$ cat src/hdl/u16d_pkg.sv
// ----------------------------------------------------------------------------
// u16d_pkg
// Shared types and constants of the UTF-16 byte stream decoder.
// ----------------------------------------------------------------------------
`default_nettype none

package u16d_pkg;

  // Byte order of the stream; the last code has no meaning and is an error
  typedef enum logic [1:0] {
    BO_DETECT  = 2'd0,
    BO_BIG     = 2'd1,
    BO_LITTLE  = 2'd2,
    BO_INVALID = 2'd3
  } byte_order_e;

  localparam int unsigned ByteW = 8;
  localparam int unsigned UnitW = 16;
  localparam int unsigned CpW   = 21;
  localparam int unsigned SurW  = 10;

  localparam logic STATUS_OK  = 1'b0;
  localparam logic STATUS_ERR = 1'b1;

  localparam logic [UnitW-1:0] BOM_NATIVE  = 16'hFEFF;
  localparam logic [UnitW-1:0] BOM_SWAPPED = 16'hFFFE;
  localparam logic [CpW-1:0]   SUPP_BASE   = 21'h010000;
  localparam logic [CpW-1:0]   CP_MAX      = 21'h10FFFF;

  // Number of bytes of the current unit or pair taken in
  localparam logic [1:0] HELD_NONE      = 2'd0;
  localparam logic [1:0] HELD_ONE       = 2'd1;
  localparam logic [1:0] HELD_HIGH      = 2'd2;
  localparam logic [1:0] HELD_HIGH_BYTE = 2'd3;

  typedef struct packed {
    logic             valid;
    logic [CpW-1:0]   code_point;
    logic             status;
  } u16d_res_t;

  typedef struct packed {
    logic       we;
    logic [1:0] data;
  } u16d_cfg_t;

  function automatic logic is_high_sur(input logic [UnitW-1:0] u);
    return u[15:10] == 6'b110110;
  endfunction

  function automatic logic is_low_sur(input logic [UnitW-1:0] u);
    return u[15:10] == 6'b110111;
  endfunction

endpackage

`default_nettype wire

$ cat src/hdl/u16d_in_stage.sv
// ----------------------------------------------------------------------------
// u16d_in_stage
// Input register: holds one raw byte until the decode stage takes it.
// ----------------------------------------------------------------------------
`default_nettype none

module u16d_in_stage
  import u16d_pkg::*;
(
  input  wire logic             clk_i,
  input  wire logic             rst_ni,
  input  wire logic             in_valid_i,
  output logic                  in_ready_o,
  input  wire logic [ByteW-1:0] data_byte_i,
  input  wire logic             advance_i,
  output logic                  valid_o,
  output logic [ByteW-1:0]      byte_o
);

  logic             valid_q, valid_d;
  logic [ByteW-1:0] byte_q;

  assign in_ready_o = !valid_q || advance_i;

  always_comb begin
    valid_d = valid_q;
    if (in_ready_o) begin
      valid_d = in_valid_i;
    end
  end

  always_ff @(posedge clk_i or negedge rst_ni) begin
    if (!rst_ni) begin
      valid_q <= 1'b0;
    end else begin
      valid_q <= valid_d;
    end
  end

  // Payload: load on every accepted request
  always_ff @(posedge clk_i) begin
    if (in_ready_o && in_valid_i) begin
      byte_q <= data_byte_i;
    end
  end

  assign valid_o = valid_q;
  assign byte_o  = byte_q;

endmodule

`default_nettype wire

$ cat src/hdl/u16d_core.sv
// ----------------------------------------------------------------------------
// u16d_core
// Decode state and single-pass unit assembly, BOM and surrogate handling.
// ----------------------------------------------------------------------------
`default_nettype none

module u16d_core
  import u16d_pkg::*;
(
  input  wire logic             clk_i,
  input  wire logic             rst_ni,
  input  wire u16d_cfg_t        cfg_i,
  input  wire logic             fire_i,
  input  wire logic [ByteW-1:0] byte_i,
  output u16d_res_t             res_o
);

  byte_order_e      order_q, order_d;
  logic [1:0]       held_q, held_d;
  logic [ByteW-1:0] hbyte_q, hbyte_d;
  logic [SurW-1:0]  first_q, first_d;
  logic [UnitW-1:0] unit;
  logic             is_bom;

  always_comb begin
    unit   = (order_q == BO_LITTLE) ? {byte_i, hbyte_q} : {hbyte_q, byte_i};
    is_bom = (unit == BOM_NATIVE) || (unit == BOM_SWAPPED);

    order_d = order_q;
    held_d  = held_q;
    hbyte_d = hbyte_q;
    first_d = first_q;
    res_o   = '{valid: 1'b0, code_point: '0, status: STATUS_OK};

    case (held_q)
      HELD_NONE, HELD_HIGH: begin
        hbyte_d = byte_i;
        held_d  = held_q + 2'd1;
      end
      HELD_ONE: begin
        held_d  = HELD_NONE;
        hbyte_d = '0;
        first_d = '0;
        if (order_q == BO_DETECT && unit == BOM_NATIVE) begin
          order_d = BO_BIG;
        end else if (order_q == BO_DETECT && unit == BOM_SWAPPED) begin
          order_d = BO_LITTLE;
        end else if (order_q != BO_DETECT && is_bom) begin
          res_o = '{valid: 1'b1, code_point: '0, status: STATUS_ERR};
        end else begin
          if (order_q == BO_DETECT) begin
            order_d = BO_BIG;
          end
          if (is_high_sur(unit)) begin
            first_d = unit[SurW-1:0];
            held_d  = HELD_HIGH;
          end else begin
            res_o = '{valid: 1'b1, code_point: CpW'(unit), status: STATUS_OK};
          end
        end
      end
      HELD_HIGH_BYTE: begin
        held_d  = HELD_NONE;
        hbyte_d = '0;
        first_d = '0;
        if (is_low_sur(unit)) begin
          res_o = '{valid: 1'b1,
                    code_point: SUPP_BASE + CpW'({first_q, unit[SurW-1:0]}),
                    status: STATUS_OK};
        end else begin
          res_o = '{valid: 1'b1, code_point: '0, status: STATUS_ERR};
        end
      end
      default: begin
        held_d = HELD_NONE;
      end
    endcase

    // Meaningless byte order: error on every byte, keep state
    if (order_q == BO_INVALID) begin
      order_d = order_q;
      held_d  = held_q;
      hbyte_d = hbyte_q;
      first_d = first_q;
      res_o   = '{valid: 1'b1, code_point: '0, status: STATUS_ERR};
    end

    if (!fire_i) begin
      res_o.valid = 1'b0;
    end
  end

  always_ff @(posedge clk_i or negedge rst_ni) begin
    if (!rst_ni) begin
      order_q <= BO_DETECT;
      held_q  <= HELD_NONE;
      hbyte_q <= '0;
      first_q <= '0;
    end else if (cfg_i.we) begin
      // Restart the stream in the written byte order
      order_q <= byte_order_e'(cfg_i.data);
      held_q  <= HELD_NONE;
      hbyte_q <= '0;
      first_q <= '0;
    end else if (fire_i) begin
      order_q <= order_d;
      held_q  <= held_d;
      hbyte_q <= hbyte_d;
      first_q <= first_d;
    end
  end

endmodule

`default_nettype wire

$ cat src/hdl/utf16_byte_stream_decoder.sv
// ----------------------------------------------------------------------------
// utf16_byte_stream_decoder
// UTF-16 byte stream to code point decoder with byte-order detection.
// ----------------------------------------------------------------------------
// Usage:
//   Input channel (in_valid_i/in_ready_o, data_byte_i) takes one raw byte
//   per request. Output channel (out_valid_o/out_ready_i) gives code_point_o
//   and status_o; a byte gives at most one result (the first byte of a unit,
//   a byte-order mark in detect mode and a high surrogate give none).
//   Configuration channel (cfg_valid_i/cfg_ready_o, start_byte_order_i) sets
//   the byte order (detect, big, little) and restarts the stream; write it
//   only while the block is idle.
//   Path: a completing byte waits in the input register, then its result in
//   the result register. Throughput: one byte per cycle while the receiver
//   does not stall, set by the single decode pass between the two registers.
//   Reset: byte order returns to detect, partial units are dropped, both
//   registers empty. When the receiver stalls the result register holds;
//   one more byte waits in the input register, then in_ready_o falls.
// ----------------------------------------------------------------------------
`default_nettype none

module utf16_byte_stream_decoder
  import u16d_pkg::*;
(
  input  wire logic             clk_i,
  input  wire logic             rst_ni,
  input  wire logic             in_valid_i,
  output logic                  in_ready_o,
  input  wire logic [ByteW-1:0] data_byte_i,
  output logic                  out_valid_o,
  input  wire logic             out_ready_i,
  output logic [CpW-1:0]        code_point_o,
  output logic                  status_o,
  input  wire logic             cfg_valid_i,
  output logic                  cfg_ready_o,
  input  wire logic [1:0]       start_byte_order_i
);

  logic             s1_valid;
  logic [ByteW-1:0] s1_byte;
  logic             advance;
  u16d_res_t        res;
  u16d_cfg_t        cfg;
  logic             out_valid_q, out_valid_d;
  logic [CpW-1:0]   cp_q;
  logic             status_q;

  assign cfg_ready_o = 1'b1;
  assign cfg         = '{we: cfg_valid_i, data: start_byte_order_i};

  // Advance the decode pass only when the result register can take a result
  assign advance = s1_valid && (!out_valid_q || out_ready_i);

  u16d_in_stage u_in_stage (
    .clk_i       (clk_i),
    .rst_ni      (rst_ni),
    .in_valid_i  (in_valid_i),
    .in_ready_o  (in_ready_o),
    .data_byte_i (data_byte_i),
    .advance_i   (advance),
    .valid_o     (s1_valid),
    .byte_o      (s1_byte)
  );

  u16d_core u_core (
    .clk_i  (clk_i),
    .rst_ni (rst_ni),
    .cfg_i  (cfg),
    .fire_i (advance),
    .byte_i (s1_byte),
    .res_o  (res)
  );

  always_comb begin
    out_valid_d = out_valid_q;
    if (out_ready_i) begin
      out_valid_d = 1'b0;
    end
    if (advance) begin
      out_valid_d = res.valid;
    end
  end

  always_ff @(posedge clk_i or negedge rst_ni) begin
    if (!rst_ni) begin
      out_valid_q <= 1'b0;
    end else begin
      out_valid_q <= out_valid_d;
    end
  end

  always_ff @(posedge clk_i) begin
    if (advance && res.valid) begin
      cp_q     <= res.code_point;
      status_q <= res.status;
    end
  end

  assign out_valid_o  = out_valid_q;
  assign code_point_o = cp_q;
  assign status_o     = status_q;

`ifndef SYNTHESIS
  a_err_zero_cp : assert property (@(posedge clk_i) disable iff (!rst_ni)
    out_valid_o && status_o == STATUS_ERR |-> code_point_o == '0)
    else $error("error result carries a non-zero code point");

  a_cp_range : assert property (@(posedge clk_i) disable iff (!rst_ni)
    out_valid_o |-> code_point_o <= CP_MAX)
    else $error("code point beyond the Unicode range");

  a_ready_only_on_stall : assert property (@(posedge clk_i) disable iff (!rst_ni)
    !in_ready_o |-> out_valid_o && !out_ready_i)
    else $error("input stalled while the result register could drain");

  a_no_result_without_byte : assert property (@(posedge clk_i) disable iff (!rst_ni)
    !$past(advance) && !$past(out_valid_o) |-> !out_valid_o)
    else $error("result appeared without a decoded byte");
`endif

endmodule

`default_nettype wire
$ cat config.mk
export PLATFORM = sky130hd
export DESIGN_NAME = utf16_byte_stream_decoder
export DESIGN_NICKNAME = d
export VERILOG_FILES = /design/src/hdl/u16d_pkg.sv /design/src/hdl/u16d_in_stage.sv /design/src/hdl/u16d_core.sv /design/src/hdl/utf16_byte_stream_decoder.sv
export SDC_FILE = /design/constraint.sdc
export NUM_CORES = 1
export LEC_CHECK = 0
export BUFFER_PORTS_ARGS = -buffer_cell sky130_fd_sc_hd__buf_2
export CAP_MARGIN = 20
export CORE_MARGIN = 3
export CORE_UTILIZATION = 25
export CTS_BUF_LIST = sky130_fd_sc_hd__clkbuf_4
export DETAILED_ROUTE_END_ITERATION = 16
export GPL_ROUTABILITY_DRIVEN = 0
export SLEW_MARGIN = 25
export SYNTH_ARGS = -nofsm -noshare
export SYNTH_HDL_FRONTEND = slang
export SYNTH_HIERARCHICAL = 1
export SYNTH_SLANG_ARGS = --single-unit
$ cat constraint.sdc
create_clock -name clk_i -period 2.1 [get_ports clk_i]
set_clock_uncertainty 0.2 [all_clocks]
set_input_delay 0.63 -clock clk_i [delete_from_list [all_inputs] [get_ports clk_i]]
set_output_delay 0.63 -clock clk_i [all_outputs]
set_load 0.01 [all_outputs]
==> impl_metrics.json, run 1 <==
{
  "cts.htree.levels": 2,
  "post-route-drc-count": 0,
  "critical_path_peak_fanout": 22,
  "timing.max_slew.rel_slack": 0.476,
  "grt_resource_usage_total": 0.0984,
  "initial_core_utilization": 0.258,
  "crit_path_max_incr_delay_ns": 0.46,
  "regToRegStartpoint": "u_in_stage/byte_o[5]",
  "grt_antenna_before_repair": 0,
  "timing.reg2reg.setup_slack_ns": -0.02,
  "setup_violations": 22,
  "drtIter0Drc": 118,
  "min_period_over_period": 1.01,
  "placementRows": 36,
  "place.detailed.hpwl_um": 4190,
  "achievable-frequency_mhz": 471,
  "dr_wl_met3_um": 255,
  "grt_max_degree": 25,
  "grt_first_pass_wirelength_um": 8890,
  "area_of_all_placed_cells_without_fillers_um2": 3320,
  "diodes": 0,
  "critical-path-slowest-cell": "sky130_fd_sc_hd__edfxtp_1",
  "total_standard_cell_area_after_synthesis_um2": 2540,
  "detail-route-antenna-nets": 0,
  "globalRoute.totalOverflow": 0,
  "status": "finished with violations",
  "sort_of_element_at_the_end_of_the_critical_path": "flop",
  "worst-slew-pin-transition_ns": 0.780,
  "clkLatencyLatePin_ns": 0.38,
  "failed_checks": "negative setup slack",
  "wirelength_met1_um": 2780,
  "worstHoldPathCells": 1,
  "worst-r2r-cell-count": 9,
  "routed_wirelength_um": 5410,
  "first_global_vias": 1738,
  "critical_path.startpoint_type": "flop",
  "layout.cells.non_filler": 418,
  "flow.area_growth_from_synthesis_pct": 30.7,
  "data_arrival_at_the_endpoint_of_the_critical_path_ns": 2.04,
  "dieWidth_um": 107,
  "dpl_worst_slack_ns": -0.172,
  "synthesis.instances": 210,
  "critical_path.cell_chain": "buf_6 > nand4_1 > nor4_2 > buf_4 > a41oi_2 > a21boi_2 > nand2_2 > nor2b_4 > buf_12",
  "min_delay_worst_endpoint": "u_in_stage/byte_o[3]",
  "seq_area_frac_synth": 0.592,
  "report.final.hold_viol_count": 0,
  "floorplan.die_area_um2": 11400,
  "cellLeakagePower_uw": 0.00136,
  "period_needed_ns": 2.12,
  "dpl.cell_count": 406,
  "wire_per_inst_um": 12.9,
  "grt_setup_unrepaired": "true",
  "clockBufferDepth": 2,
  "post_synth.cell_area_avg_um2": 12.1,
  "area_of_the_core_um2": 9820,
  "hold_path_start": "data_byte_i[3]",
  "path_class": "flop to flop",
  "worstReg2RegEnd": "code_point_o[14]",
  "yosysWarningCount": 6,
  "vdd_ir_drop_max_v": 0.000393,
  "placement.io_buffers": 38,
  "top_level_ports": 40,
  "met2RoutedLength_um": 2330,
  "cts_tree": "built",
  "tritoncts.num_buffers": 5,
  "drv_cap": 0,
  "postSynthNetCount": 226,
  "nNetsFinal": 300,
  "report.final.slew_viol_count": 0,
  "synthDistinctLibCells": 42,
  "drt-vias-per-instance": 4.41,
  "hp-class": "input pin to flop",
  "drt_pass1_iterations": 4,
  "fraction_of_layout_cells_with_a_size_suffix_above_1": 0.382,
  "via_count": 1845,
  "dpl_cell_area_um2": 3140,
  "maxUsedRoutingLayer": "met4",
  "cts_num_sinks": 54,
  "timing.critical_path.required_ns": 2.01,
  "finalWorstSetupSlack_ns": -0.0214,
  "fillerInstances": 1013,
  "clk_transition_reported_paths_ns": 0.16,
  "cts_root_buf": "sky130_fd_sc_hd__clkbuf_4",
  "postSynthRegisterBits": 54,
  "power-per-cell-area_nw_per_um2": 764,
  "die-height_um": 107,
  "timing.setup.tns_ns": -0.198
}
-- kinds of logic (layout without fill, tap and decap cells) --
| family | count (synthesis) | in the layout | synth area share |
|---|---|---|---|
| AOI/OAI and AO/OA | 59 | 59 | 0.163 |
| xor gates and xnor gates | 4 | 4 | 0.0138 |
| adders and majority gates | 1 | 1 | 0.00493 |
| buffers and inverters | 21 | 96 | 0.0405 |
| DFF | 54 | 54 | 0.592 |
| muxes | 18 | 18 | 0.0720 |
| other | 1 | 1 | 0.00148 |
| and+or+nand+nor | 52 | 52 | 0.112 |
-- area by class of cell --
type	instances	area, um^2	area share
clock buffers	5	37.5	0.0113
multi-input cells	135	1000	0.303
clock inverters	3	28.8	0.00868
repair buffers	78	541	0.163
inverters	10	37.5	0.0113
well taps	133	166	0.0502
flip-flops and latches	54	1500	0.453
-- worst max-delay path by stage --
stage	from	endpoint	slack, ns	cells after the start
2_1_floorplan	out_ready_i	code_point_o[0]	-0.17	7
3_3_place_gp	out_ready_i	code_point_o[14]	-0.10	9
3_5_place_dp	out_ready_i	code_point_o[18]	-0.17	9
4_1_cts	u_in_stage/byte_o[5]	code_point_o[14]	-0.02	9
5_1_grt	u_in_stage/byte_o[5]	code_point_o[9]	-0.12	9
6_report	u_in_stage/byte_o[5]	code_point_o[14]	-0.02	9
-- metrics by stage --
| step | total power (uW) | hold WS, ns | util |
|---|---|---|---|
| floorplan | 1720 | 0.134 | - |
| CTS | 2540 | 0.00281 | 0.328 |
| global placement | 2010 | 0.267 | 0.320 |
| detailed placement | 2020 | 0.273 | 0.320 |
| global route | 2690 | 0.168 | 0.338 |
| finish | 2530 | 0.211 | 0.338 |
-- synth_stat cells (all sizes together) --
library cell / instances / share of area
a31oi: 1 / 0.0025
o32ai: 5 / 0.017
o32a: 1 / 0.0039
nor4: 1 / 0.0025
nand3b: 1 / 0.0030
o221ai: 2 / 0.0069
o21ai: 12 / 0.024
mux2i: 16 / 0.063
mux2: 2 / 0.0089
a31o: 1 / 0.0035
edfxtp: 30 / 0.36
nor2b: 2 / 0.0079
and2: 3 / 0.0094
xnor2: 2 / 0.0069
or4: 1 / 0.0030
nor2: 9 / 0.013
nand2: 19 / 0.028
a21o: 10 / 0.030
a221o: 1 / 0.0044
xor2: 2 / 0.0069
buf: 5 / 0.017
conb: 1 / 0.0015
nor3: 2 / 0.0039
o22ai: 12 / 0.030
clkbuf: 6 / 0.0089
ha: 1 / 0.0049
a21oi: 4 / 0.0079
a22o: 8 / 0.028
a41oi: 1 / 0.0035
nand4b: 1 / 0.0035
or3b: 1 / 0.0035
nand4: 5 / 0.012
nand3: 3 / 0.0059
a21boi: 1 / 0.0030
inv: 10 / 0.015
nand2b: 4 / 0.016
dfrtp: 24 / 0.24
-- sequential cells by signal (all words and copies together), names as in the netlist --
signal              count
u_core/held_q           2
u_core/hbyte_q          8
code_point_o           21
out_valid_o             1
status_o                1
u_core/order_q          2
u_in_stage/byte_o       8
u_in_stage/valid_o      1
u_core/first_q         10
-- routing by layer --
metal,up-vias,GRT usage
met5,-,0
met4,0,0.0274
met3,5,0.0217
met2,43,0.147
met1,860,0.143
li1,937,-
-- placed cells by master, fill, tap and decap left out, types with 5 or more instances in the layout --
| cell type | instances |
|---|---|
| sky130_fd_sc_hd__a21o_1 | 10 |
| sky130_fd_sc_hd__a22o_1 | 8 |
| sky130_fd_sc_hd__buf_2 | 37 |
| sky130_fd_sc_hd__buf_4 | 35 |
| sky130_fd_sc_hd__clkbuf_4 | 5 |
| sky130_fd_sc_hd__dfrtp_1 | 24 |
| sky130_fd_sc_hd__edfxtp_1 | 30 |
| sky130_fd_sc_hd__inv_1 | 9 |
| sky130_fd_sc_hd__mux2i_1 | 13 |
| sky130_fd_sc_hd__nand2_1 | 18 |
| sky130_fd_sc_hd__nand4_1 | 5 |
| sky130_fd_sc_hd__nor2_1 | 8 |
| sky130_fd_sc_hd__o21ai_0 | 11 |
| sky130_fd_sc_hd__o22ai_1 | 12 |
-- worst max-delay path, delay by kind of cell (launching register included) --
family	cells	cell delay [ns]
compound gates	2	0.34
buf+inv	3	0.48
flops	1	0.46
simple gates	4	0.37
-- report_power, final --
| group | internal (uW) | switching (uW) |
|---|---|---|
| sequential | 1250 | 58.2 |
| combinational | 345 | 376 |
| clock | 144 | 358 |
-- repair_timing --
item	CTS	global route
hold buffers	0	1
endpoints found under the setup margin	23	49
pin swaps	0	5
hold endpoints to repair	0	6
gates resized for setup	2	12
cloned	0	0
buffers inserted	1	2
Power figures use the tool's default switching activity.
==> inputs of run 2 (changes only) <==
--- a/config.mk
+++ b/config.mk
@@ -6,4 +6,5 @@
 export NUM_CORES = 1
 export LEC_CHECK = 0
+export ABC_AREA = 1
 export BUFFER_PORTS_ARGS = -buffer_cell sky130_fd_sc_hd__buf_2
 export CAP_MARGIN = 20
==> constraint.sdc (replaced) <==
create_clock -name clk_i -period 2.1 [get_ports clk_i]
set_clock_uncertainty 0.2 [all_clocks]
set_input_delay 0 -clock clk_i [delete_from_list [all_inputs] [get_ports clk_i]]
set_output_delay 0 -clock clk_i [all_outputs]
set_load 0.01 [all_outputs]
==> impl_metrics.json, run 2 <==
{
  "area_of_all_placed_cells_without_fillers_um2": 3840,
  "status": "finished with violations",
  "setup_violations": 36,
  "cellLeakagePower_uw": 0.00177,
  "fraction_of_layout_cells_with_a_size_suffix_above_1": 0.383,
  "seq_area_frac_synth": 0.542,
  "largest_register": "code_point_o",
  "regToRegStartpoint": "u_core/order_q[1]",
  "clkLatencyLatePin_ns": 0.39,
  "grt_first_pass_wirelength_um": 11800,
  "synth-main-ff-cell": "sky130_fd_sc_hd__edfxtp_1",
  "synthDistinctLibCells": 37,
  "netlist.top_cell.by_area": "sky130_fd_sc_hd__edfxtp_1",
  "placement.io_buffers": 38,
  "dpl.cell_count": 497,
  "grt_antenna_before_repair": 0,
  "yosys.cell_count.top_type": "sky130_fd_sc_hd__nand2_1",
  "drv_cap": 0,
  "synthArstFlopShare": 0.444,
  "synth_top_cells_by_area": "sky130_fd_sc_hd__edfxtp_1 33%, sky130_fd_sc_hd__dfrtp_1 22%, sky130_fd_sc_hd__nand2_1 7.9%",
  "area_of_the_core_um2": 10600,
  "worst-r2r-cell-count": 12,
  "first_global_vias": 2388,
  "tritoncts.num_buffers": 5,
  "hp-class": "input pin to flop",
  "biggest_regs": "code_point_o: 21 flops, u_core/first_q: 10 flops",
  "postSynthNetCount": 308,
  "cts_num_sinks": 54,
  "report.final.hold_viol_count": 0,
  "dieWidth_um": 111,
  "top_level_ports": 40,
  "period_needed_ns": 2.19,
  "diodes": 0,
  "globalRoute.totalOverflow": 0,
  "grt_setup_unrepaired": "true",
  "final_cell_mix": "49 x sky130_fd_sc_hd__nand2_1, 39 x sky130_fd_sc_hd__inv_1, 38 x sky130_fd_sc_hd__buf_2",
  "critical_path.startpoint_type": "flop",
  "post_synth.cell_area_avg_um2": 9.48,
  "drtIter0Drc": 136,
  "postSynthRegisterBits": 54,
  "whs_ns": 0.114,
  "place.detailed.hpwl_um": 5340,
  "total_standard_cell_area_after_synthesis_um2": 2770,
  "initial_core_utilization": 0.262,
  "timing.critical_path.required_ns": 2.01,
  "grt_max_degree": 25,
  "cts_tree": "built",
  "power-per-cell-area_nw_per_um2": 709,
  "largest_reg_flops": 21,
  "min_period_over_period": 1.04,
  "cts_root_buf": "sky130_fd_sc_hd__clkbuf_4",
  "critical_path_peak_fanout": 17,
  "clockBufferDepth": 2,
  "drt-vias-per-instance": 4.48,
  "sort_of_element_at_the_end_of_the_critical_path": "flop",
  "finalWorstSetupSlack_ns": -0.0925,
  "detail-route-antenna-nets": 0,
  "floorplan.die_area_um2": 12400,
  "clk_transition_reported_paths_ns": 0.16,
  "yosysWarningCount": 6,
  "min_delay_worst_endpoint": "u_in_stage/byte_o[0]",
  "routed_wirelength_um": 7170,
  "grt_resource_usage_total": 0.117,
  "die-height_um": 111,
  "worstReg2RegEnd": "code_point_o[5]",
  "timing.reg2reg.setup_slack_ns": -0.09,
  "post-route-util": 0.364,
  "failed_checks": "negative setup slack",
  "drt_pass1_iterations": 4,
  "flow.area_growth_from_synthesis_pct": 38.9,
  "achievable-frequency_mhz": 456,
  "report.final.slew_viol_count": 0,
  "dpl_cell_area_um2": 3390,
  "via_count": 2386,
  "synth_enable_flop_cells": 30,
  "wire_per_inst_um": 13.4,
  "synth_top_cells_by_count": "58 x sky130_fd_sc_hd__nand2_1, 40 x sky130_fd_sc_hd__inv_1, 30 x sky130_fd_sc_hd__edfxtp_1",
  "cts.htree.levels": 2,
  "post-route-drc-count": 0,
  "final_common_cell": "sky130_fd_sc_hd__nand2_1",
  "worstHoldPathCells": 2,
  "path_class": "flop to flop",
  "vdd_ir_drop_max_v": 0.000308,
  "placementRows": 37,
  "nNetsFinal": 412,
  "synthesis.instances": 292,
  "yosys.area.top_type_share": 0.325,
  "layout.cells.non_filler": 533,
  "data_arrival_at_the_endpoint_of_the_critical_path_ns": 2.11,
  "hold_path_start": "data_byte_i[0]"
}
run 2: cell types whose count changed in the layout (fill, tap and decap cells not counted), sizes merged, moves of 7 or more:
cell / delta
o21ai: +10
a21o: -10
dlygate4sd3: +16
nand2: +51
inv: +33
nand3: +23
nor2: +21
buf: +7
mux2i: -16
a22o: -8
run 2: repair_timing:
item                                    CTS  global route
hold buffers                             18             0
hold endpoints to repair                 51             0
endpoints found under the setup margin   44            63
gates resized for setup                  10            23
setup buffers                             3             5
pin swaps                                 1             7
gates cloned                              2             1
run 2: critical path: stages (launching register included):
cell,delay [ns]
sky130_fd_sc_hd__dfrtp_2,0.54
sky130_fd_sc_hd__buf_6,0.17
sky130_fd_sc_hd__nand3_1,0.08
sky130_fd_sc_hd__nand2_1,0.10
sky130_fd_sc_hd__nor2_1,0.05
sky130_fd_sc_hd__nand3_1,0.07
sky130_fd_sc_hd__nand2_1,0.07
sky130_fd_sc_hd__nand3_1,0.08
sky130_fd_sc_hd__nand3_1,0.06
sky130_fd_sc_hd__a21oi_1,0.13
sky130_fd_sc_hd__inv_1,0.09
sky130_fd_sc_hd__nor2_4,0.13
sky130_fd_sc_hd__buf_12,0.17
run 2: cell type report:
class | count | area (um^2)
clock inverter | 3 | 23.8
multi-input combinational | 190 | 1160
tap | 136 | 170
clock buffer | 5 | 37.5
timing repair buffer | 101 | 777
inverter | 44 | 171
sequential | 54 | 1500
fill | 1078 | 6710
run 2: per-layer routing:
metal / vias to the layer above / global-route usage / routed length [um]
li1: 1182 / - / -
met5: - / 0 / 0
met4: 0 / 0.0316 / 77
met1: 1134 / 0.149 / 3120
met3: 10 / 0.0229 / 344
met2: 60 / 0.203 / 3630
run 2: power by group:
| part | internal (uW) | switching [uW] | leakage [uW] |
|---|---|---|---|
| Combinational | 391 | 550 | 0.00113 |
| Clock | 135 | 342 | 0.0000278 |
| Sequential | 1250 | 59.7 | 0.000608 |
| Total | 1770 | 952 | 0.00177 |
run 2: how the worst max path moves through the flow:
stage | start | to | slack, ns
floorplan | u_core/order_q[0] | code_point_o[0] | -0.20
global placement | u_core/order_q[1] | code_point_o[13] | -0.07
detailed placement | u_core/order_q[1] | code_point_o[13] | -0.13
CTS | u_core/order_q[1] | code_point_o[6] | -0.06
global route | u_core/order_q[1] | code_point_o[5] | -0.23
finish | u_core/order_q[1] | code_point_o[5] | -0.09
run 2: stage by stage:
step                setup TNS, ns  total power [uW]  setup WS [ns]
finish                      -2.67              2720        -0.0925
global route                -6.73              2880         -0.226
CTS                         -1.55              2720        -0.0608
detailed placement          -3.99              2150         -0.125
global placement            -1.97              2140        -0.0668
floorplan                   -4.39              1800         -0.200
run 2: logic make-up after synthesis:
family,count (synthesis),synth area share
xor+xnor,1,0.00316
flops,54,0.542
compound gates,41,0.0845
buf+inv,51,0.0822
other cells,1,0.00135
fa+ha+maj,1,0.00452
simple gates,143,0.282
==> inputs of run 3 (changes only) <==
- SETUP_SLACK_MARGIN: unset -> 0.3
==> impl_metrics.json, run 3 (synthesis gave the netlist of run 2 again) <==
{
  "status": "finished with violations",
  "failed_checks": "negative setup slack",
  "period_needed_ns": 2.37,
  "cts_tree": "built",
  "achievable-frequency_mhz": 422,
  "drt_pass1_iterations": 5,
  "cellLeakagePower_uw": 0.00195,
  "routed_wirelength_um": 8450,
  "grt_max_degree": 25,
  "timing.setup.tns_ns": -9.78,
  "min_period_over_period": 1.13,
  "biggest_regs": "code_point_o: 21 flops, u_core/first_q: 10 flops",
  "floorplan.die_area_um2": 12400,
  "hold_path_start": "data_byte_i[6]",
  "clockBufferDepth": 2,
  "grt_resource_usage_total": 0.119,
  "drtIter0Drc": 210,
  "largest_register": "code_point_o",
  "vdd_ir_drop_max_v": 0.000308,
  "placementRows": 37,
  "post-route-drc-count": 0,
  "crit_start": "u_core/order_q[0]",
  "setup_violations": 49,
  "data_arrival_at_the_endpoint_of_the_critical_path_ns": 2.31,
  "crit_path_max_incr_delay_ns": 0.45,
  "largest_reg_flops": 21,
  "report.final.slew_viol_count": 0,
  "critical_path_peak_fanout": 8,
  "via_count": 2569,
  "grt_use_met3": 0.0306,
  "grt_use_met2": 0.198,
  "critical_path.cell_chain": "clkinv_4 > nand2_8 > nand2_4 > nand2_4 > nor2_1 > nand2_1 > nor2_2 > nand3_2 > nand3_2 > a21oi_2 > inv_2 > nor2_4 > clkbuf_16",
  "timing.critical_path.required_ns": 2.04,
  "globalRoute.totalOverflow": 0,
  "critical_path.startpoint_type": "flop",
  "grt_first_pass_wirelength_um": 12000,
  "dieWidth_um": 111,
  "grt_antenna_before_repair": 0,
  "path_class": "flop to flop",
  "drt-vias-per-instance": 4.64,
  "fraction_of_layout_cells_with_a_size_suffix_above_1": 0.514,
  "use_met1": 0.152,
  "timing.max_slew.rel_slack": 0.599,
  "final_cell_mix": "39 x sky130_fd_sc_hd__buf_4, 38 x sky130_fd_sc_hd__buf_2, 38 x sky130_fd_sc_hd__nand2_1",
  "whs_ns": 0.101,
  "place.detailed.hpwl_um": 5050,
  "nNetsFinal": 433,
  "clkLatencyLatePin_ns": 0.39,
  "detail-route-antenna-nets": 0,
  "wire_per_inst_um": 15.2,
  "report.final.hold_viol_count": 0,
  "hp-class": "input pin to flop",
  "placement.io_buffers": 38,
  "cts.htree.levels": 2,
  "clk_transition_reported_paths_ns": 0.17,
  "cts_num_sinks": 54,
  "cts_root_buf": "sky130_fd_sc_hd__clkbuf_4",
  "diodes": 0,
  "die-height_um": 111,
  "regToRegStartpoint": "u_core/order_q[0]",
  "tritoncts.num_buffers": 5,
  "area_of_the_core_um2": 10600,
  "sort_of_element_at_the_end_of_the_critical_path": "flop",
  "globalRoute.busiestLayer": "met2",
  "final_common_cell": "sky130_fd_sc_hd__buf_4",
  "worst-slew-pin-transition_ns": 0.601,
  "drv_cap": 0,
  "post-route-util": 0.415,
  "finalWorstSetupSlack_ns": -0.269,
  "grt_setup_unrepaired": "true",
  "initial_core_utilization": 0.262,
  "critical-path-slowest-cell": "sky130_fd_sc_hd__dfrtp_1",
  "first_global_vias": 2439,
  "power-per-cell-area_nw_per_um2": 721,
  "flow.area_growth_from_synthesis_pct": 58.1,
  "top_level_ports": 40
}
## run 3: cell count changes in the layout (fill, tap and decap cells not counted), sizes merged, moves of 2 or more
cell | before | now
buf | 84 | 103
clkinv | 0 | 2
clkinvlp | 3 | 0
nand2 | 70 | 72
## run 3: final cells by class
| type | instances | area, um^2 |
|---|---|---|
| clock buffer | 5 | 37.5 |
| clock inverter | 3 | 42.5 |
| fill | 966 | 6180 |
| inverter | 44 | 173 |
| multi-input combinational | 192 | 1460 |
| sequential | 54 | 1500 |
| tap | 136 | 170 |
| timing repair buffer | 120 | 995 |
## run 3: power by group
part           switching, uW  internal [uW]
clock network            358            252
registers               58.6           1250
logic                    699            541
## run 3: final timing paths
path                       cells past startpoint  slack (ns)              endpoint
max                                           13       -0.27       code_point_o[6]
min                                            2        0.10  u_in_stage/byte_o[6]
max reg2reg                                   13       -0.27       code_point_o[6]
max in group asynchronous                      3        0.82     u_core/order_q[1]
min in group asynchronous                      3        0.46     u_core/hbyte_q[3]
min reg2reg                                    2        0.35           out_valid_o
## run 3: repair_timing
action	in CTS	in global routing
endpoints found under the hold margin	54	0
gates resized for setup	21	92
cloned	2	4
buffers inserted	12	16
hold buffers	16	0
pin swaps	5	29
endpoints found under the setup margin	67	67
## run 3: metal layers
layer  part of all wire  wire length, um
met4              0.030              254
met1               0.40             3410
met5                  0                0
met3              0.054              453
met2               0.51             4320
## run 3: metrics by stage
step | power [uW] | instance area, um^2 | setup WS (ns) | cells
2_1_floorplan | 1800 | 2790 | -0.200 | 292
3_3_place_gp | 2130 | 3370 | -0.0970 | 496
3_5_place_dp | 2140 | 3370 | -0.165 | 496
4_1_cts | 2840 | 3810 | -0.104 | 534
5_1_grt | 3300 | 4380 | -0.367 | 554
6_report | 3160 | 4380 | -0.269 | 554
## run 3: critical path, delay by kind of cell, from the launching register on
kind | cells | cell delay [ns]
buffers and inverters | 3 | 0.44
AOI/OAI and AO/OA | 1 | 0.16
DFF | 1 | 0.45
and+or+nand+nor | 9 | 0.86
